===== src/sv/qpr_mulq30.sv =====
// Two-stage signed multiply, round(a*b/2^30) half away from zero.
// Splits a into two partial products; no dependencies.
module qpr_mulq30 #(
   parameter int AW = 34,
   parameter int BW = 34,
   parameter int RW = 34
) (
   input  logic                 clock,
   input  logic signed [AW-1:0] a,
   input  logic signed [BW-1:0] b,
   output logic signed [RW-1:0] p
);
   localparam int LOW = 24;
   localparam int HW  = AW - LOW;
   localparam int FW  = AW + BW;

   logic [AW-1:0] ua;
   logic [BW-1:0] ub;
   logic [LOW+BW-1:0] lo_ff;
   logic [HW+BW-1:0]  hi_ff;
   logic              neg_ff;
   logic [FW-1:0]     full;
   logic signed [RW-1:0] mag;
   logic signed [RW-1:0] p_ff;

   assign ua = a[AW-1] ? AW'(-a) : AW'(a);
   assign ub = b[BW-1] ? BW'(-b) : BW'(b);

   // stage one: partial products of the magnitudes
   always_ff @(posedge clock) begin
      lo_ff  <= ua[LOW-1:0] * ub;
      hi_ff  <= ua[AW-1:LOW] * ub;
      neg_ff <= a[AW-1] ^ b[BW-1];
   end

   // stage two: combine, round, apply sign
   always_comb begin
      full = {hi_ff, {LOW{1'b0}}} + FW'(lo_ff) + FW'(32'd536870912);
      mag  = RW'(full[FW-1:30]);
   end

   always_ff @(posedge clock) begin
      p_ff <= neg_ff ? -mag : mag;
   end

   assign p = p_ff;
endmodule


===== config.mk =====
export PLATFORM = sky130hd
export DESIGN_NAME = qpr_mulq30
export DESIGN_NICKNAME = d
export VERILOG_FILES = /design/src/sv/qpr_mulq30.sv
export SDC_FILE = /design/constraint.sdc
export NUM_CORES = 2
export LEC_CHECK = 0
export ABC_CLOCK_PERIOD_IN_PS = 27500
export BUFFER_PORTS_ARGS = -buffer_cell sky130_fd_sc_hd__clkbuf_2
export CORE_MARGIN = 3
export CORE_UTILIZATION = 55
export DETAILED_ROUTE_END_ITERATION = 8
export PLACE_DENSITY = 0.72
export SLEW_MARGIN = 10
export SYNTH_ARGS = -nofsm -noshare
export SYNTH_HDL_FRONTEND = slang
export SYNTH_SLANG_ARGS = --single-unit

===== constraint.sdc =====
create_clock -name clock -period 27.5 [get_ports clock]
set_input_delay 4.125 -clock clock [delete_from_list [all_inputs] [get_ports clock]]
set_output_delay 4.125 -clock clock [all_outputs]
set_load 0.005 [all_outputs]

# Word-level counts from Yosys, hierarchy flattened
# Index checks and enable logic that the tools add are counted.
[totals]
rom_bits = 0
latch_bits = 0
ff_bits = 133
ram_bits = 0
mem_count = 0
in_bits = 69
wordCells = 15
output_inout_bits = 34
[classes]
n_shift = 0
div = 0
eq_ne = 0
mul = 2
addsub = 5
n_lt_le_gt_ge = 0
n_bitwise = 1
reduce_logical = 0
muxes = 3
[ops]
columns = ["cell", "n"]
rows = [
  ["34-bit two-way mux", 3],
  ["34-bit negator", 3],
  ["64-bit by 30-bit adder with 64-bit output, second input constant", 1],
  ["64-bit by 58-bit adder with 64-bit output", 1],
  ["24-bit by 34-bit multiplier with 58-bit output", 1],
  ["10-bit by 34-bit multiplier with 40-bit output", 1],
  ["1-bit XOR", 1],
]

# Depth between registers and ports, before layout
[depth]
word_depth = 4
depth_mapped = 38
depth_no_buf = 36

# Worst setup path before layout
# Ideal clock, no wire load.
[synth_timing]
kind = "input-to-reg"
start = "input b[8]"
end = "register lo_ff[57]"
t_arrival_ns = 13.297
required_time_ns = 27.360
setup_time_ns = 0.140
stages = 36
path_slack_ns = 14.062
path_buffers = 1
path_cell_list = "or4_4 > nor4_4 > nand2b_1 > or2_1 > or3_1 > or2_1 > or3_1 > or2_1 > o21ai_1 > xor2_1 > buf_4 > nor2_1 > fa_1 > fa_1 > fa_1 > inv_1 > fa_1 > inv_1 > fa_1 > fa_1 > inv_1 > fa_1 > inv_1 > ha_1 > and4_1 > nand4_1 > a211o_1 > a21oi_1 > nor3_1 > o21a_1 > a21o_1 > a311oi_1 > o2111ai_1 > a21boi_0 > mux2i_1 > o311ai_0"
[synth_between]
elab_chain_cells = 3
[synth_lines]
columns = ["element", "line_no", "rtl"]
rows = [
  ["start, declared", "10", "input logic signed [BW-1:0] b,"],
  ["34-bit negator", "27", "assign ub = b[BW-1] ? BW'(-b) : BW'(b);"],
  ["34-bit two-way mux (*)", "27", ""],
  ["24-bit by 34-bit multiplier with 58-bit output (*)", "31", "lo_ff <= ua[LOW-1:0] * ub;"],
  ["end signal, assigned", "31", ""],
  ["end, declared", "19", "logic [LOW+BW-1:0] lo_ff;"],
]
# Mark *: on every way between the ends. The rest lies on a longest branch, timed or not.

# Final worst setup path
[layout_timing]
start = "input b[8]"
end = "register lo_ff[50]"
# Same word-level chain as after synthesis.

==> results.md <==
- The number of flops mapped to enable cells by yosys is 0.
- The checks that failed: capacitance limit.
- The post-layout minimum cycle time is 14.59 ns.
- The signed area change from the synthesized netlist to the final layout is 6.52%.
- Detailed routing inserted a total of 33,000 vias.
- Counting every sink on the clock net gives 109.
- The fraction of synthesis flops using an asynchronous set or reset pin is 0%.
- The number of violations of the max-capacitance limit is 1.
- The slowest cell on the critical path is sky130_fd_sc_hd__or4_4.
- Between clock sinks in the finished design, the worst skew comes to 0.0137 ns.
- The die covers 0.0773 sq mm.
- The aggregate negative setup slack is 0 ns.
- The data arrival time at the worst-slack endpoint is 14.87 ns.
- The TritonCTS buffer count is 9.
- For the pin with the worst max-slew slack, the measured transition is 1.47 ns.
- The min-delay analysis places its worst path in the category register to register.
- The cell that appears most often on the critical path is sky130_fd_sc_hd__fa_1.
- In the final design database the tool counted 6,060 nets.
- The nature of the critical path startpoint is an input pin.
- The highest net fanout along the worst path is 15.
- The portion of the post-synthesis area used by sequential elements is 5.36%.
- The DRC violation total after the first TritonRoute iteration is 2,937.
- The distinct cell type count of the synthesized netlist is 79.
- The detailed placement HPWL is 98,900 um.
- The largest net degree at the start of global routing is 38.
- After floorplanning, the core was divided into 99 placement rows.
- The number of hold violations in the final report is 0.
- The total grt overflow is 0.
- After detailed routing, the average wire length per cell comes to 21.8 um.
- The via density per instance is 5.79.
- The floorplan step set the die width to 278 um.
- In this run the clock root is driven by a sky130_fd_sc_hd__clkbuf_16.
- The number of antenna violations at the first check in global routing is 8.
- The hold-fix buffer count after cts is 0.
- For this block, the routed nets add up to 124,000 um of wire.
- The count of buffers inserted at the top-level ports is 102.
- Global routing used 32.7% of the available tracks across all layers.
- Among all flip-flop cells after synthesis, the most frequent one is sky130_fd_sc_hd__dfxtp_1.
- The setup-violating endpoint count in the final report is 0.
- The clock latency on the worst-skew pair is 0.38 ns.
- For this run, the number of Yosys warnings is 0.
- Synthesis produced a netlist with a net count of 6,056.
- The endpoint class of the critical path is a register.
- The final estimated routing congestion in global placement is 1.01.
- The worst stage delay on the critical path is 0.59 ns.
- Timing would allow up to 0.0685 GHz.
- After synthesis, the mean cell area works out to 8.61 sq um.
- Of the available clock period, the critical path in the final layout requires 53.1%.
- The normalized max-slew margin is 1.75%.
- Setup repair after global routing left no endpoint under its margin.
- The flop and latch count out of synthesis is 109.
- Before antenna repair, the detailed router went through 6 iterations.
- After detailed routing, the number of remaining DRC violations is 0.
- The TritonCTS clock tree is yes.
- Post-CTS repair changed the size of 0 cells.
- The overall die height is 278 um.
- The top cell types in the final layout, fill and taps aside, are sky130_fd_sc_hd__inv_1, sky130_fd_sc_hd__fa_1, sky130_fd_sc_hd__nand2_1.
- The number of max-slew violations in the final report is 0.
- The library cell used most frequently in the layout, excluding fill and tap cells, is sky130_fd_sc_hd__inv_1.
- The buffer count from post-CTS setup fixing is 0.
- The number of antenna-violating nets in the routed design is 0.
- At the worst endpoint, the required time is 27.77 ns.
- The run finished, with violations left.
- The class of the most critical setup path is input pin to register.
- No sink is reached through more buffers than the 2 on the longest clock path.
- The H-tree generated during clock tree synthesis spans 3 levels.
- The cell count after synthesis is 4,726.
- In this run the count of I/O pins placed on the die edge is 103.
- The fraction of final layout cells with drive strength greater than 1 is 6.82%.
- The via count of the first global-routing pass was 34,300.
- After synthesis the cells add up to 0.0407 sq mm.
- Once the floorplan was initialized, standard cells occupied 55.7% of the core.
- The clock-pin slew of the registers on the worst-case setup and hold paths is 0.08 ns.
- The first global-routing pass estimated 194,000 um of wire.
- The core region is 0.0731 sq mm.
flip-flops by register name, summed over array words and instances (netlist names):
| register | flops |
|---|---|
| p | 34 |
| lo_ff | 34 |
| neg_ff | 1 |
| hi_ff | 40 |
through the flow:
step           hold slack, ns  util [%]  setup WS, ns  instance area, sq um  std cells
2_1_floorplan           0.412         -         14.06                 40700       4726
3_3_place_gp            0.436      58.8         12.76                 43000       5678
3_5_place_dp            0.433      58.8         12.63                 43000       5678
4_1_cts                 0.456      59.3         13.02                 43300       5694
5_1_grt                 0.481      59.3         12.45                 43300       5696
6_report                0.454      59.3         12.91                 43300       5699
synth_stat cells (5+ instances only):
| cell type | instances | area, sq um |
|---|---|---|
| sky130_fd_sc_hd__inv_1 | 991 | 3720 |
| sky130_fd_sc_hd__fa_1 | 950 | 19000 |
| sky130_fd_sc_hd__nand2_1 | 706 | 2650 |
| sky130_fd_sc_hd__nor2_1 | 555 | 2080 |
| sky130_fd_sc_hd__ha_1 | 311 | 3890 |
| sky130_fd_sc_hd__clkbuf_1 | 208 | 781 |
| sky130_fd_sc_hd__xnor2_1 | 147 | 1290 |
| sky130_fd_sc_hd__a21oi_1 | 109 | 546 |
| sky130_fd_sc_hd__dfxtp_1 | 109 | 2180 |
| sky130_fd_sc_hd__xor2_1 | 81 | 709 |
| sky130_fd_sc_hd__o21ai_0 | 77 | 385 |
| sky130_fd_sc_hd__and2_1 | 50 | 313 |
| sky130_fd_sc_hd__a21o_1 | 45 | 338 |
| sky130_fd_sc_hd__nand2b_1 | 34 | 213 |
| sky130_fd_sc_hd__nor3_1 | 24 | 120 |
| sky130_fd_sc_hd__nand4_1 | 22 | 138 |
| sky130_fd_sc_hd__nand3_1 | 19 | 95.1 |
| sky130_fd_sc_hd__nor2b_1 | 19 | 119 |
| sky130_fd_sc_hd__o21a_1 | 19 | 143 |
| sky130_fd_sc_hd__o31ai_1 | 16 | 120 |
| sky130_fd_sc_hd__a31oi_1 | 15 | 93.8 |
| sky130_fd_sc_hd__or3_1 | 15 | 93.8 |
| sky130_fd_sc_hd__and3_1 | 14 | 87.6 |
| sky130_fd_sc_hd__nor4_1 | 14 | 87.6 |
| sky130_fd_sc_hd__o41ai_1 | 13 | 114 |
| sky130_fd_sc_hd__o21bai_1 | 11 | 82.6 |
| sky130_fd_sc_hd__or2_2 | 11 | 68.8 |
| sky130_fd_sc_hd__or4_1 | 11 | 82.6 |
| sky130_fd_sc_hd__a211o_1 | 8 | 70.1 |
| sky130_fd_sc_hd__a211oi_1 | 7 | 52.6 |
| sky130_fd_sc_hd__a21boi_0 | 7 | 52.6 |
| sky130_fd_sc_hd__o211ai_1 | 7 | 52.6 |
| sky130_fd_sc_hd__or2_1 | 7 | 43.8 |
| sky130_fd_sc_hd__o22ai_1 | 6 | 37.5 |
| sky130_fd_sc_hd__buf_2 | 5 | 25.0 |
| sky130_fd_sc_hd__mux2i_1 | 5 | 50.1 |
worst max-delay path, delay by kind of cell:
kind / cells / cell delay [ns]
adder cells (fa/ha/maj): 8 / 3.89
buffers and inverters: 6 / 0.68
XOR/XNOR: 2 / 0.37
AO/OA/AOI/OAI: 9 / 2.59
AND/OR/NAND/NOR: 12 / 3.17
area by class of cell:
cell class              instances  area, sq um
multi-input cells            3405        34600
fillers                      6394        29800
inverters                     992         3720
flip-flops and latches        109         2180
repair buffers                213         1340
well taps                     959         1200
clock buffers                   9          225
clock inverters                 7         86.3
diodes                          5         12.5
per-layer routing:
layer	part of all wire, %	track usage (%)
met1	37	42.3
met2	45	51.9
met3	13	9.24
met4	5.1	13.7
met5	0.049	0
kinds of logic (layout without fill, tap and decap cells):
kind of cell,count (synthesis),after routing,share of synthesized area [%]
other,0,5,0
AND/OR/NAND/NOR,1527,1527,15.8
multiplexers,7,7,0.178
AO/OA/AOI/OAI,380,380,6.07
flip-flops,109,109,5.36
XOR/XNOR,230,230,4.99
buffers and inverters,1212,1221,11.2
adder cells (fa/ha/maj),1261,1261,56.3
final timing paths:
check        depth (start not counted)  slack, ns         to      start
max                                 37      12.91  lo_ff[50]       b[8]
min                                  1       0.45      p[33]  hi_ff[39]
max reg2reg                         14      22.20      p[33]  lo_ff[26]
min reg2reg                          1       0.45      p[33]  hi_ff[39]
Power is left out: the tool's default activity adds up to more than one toggle a clock period on the data nets, which glitch-free logic cannot reach.
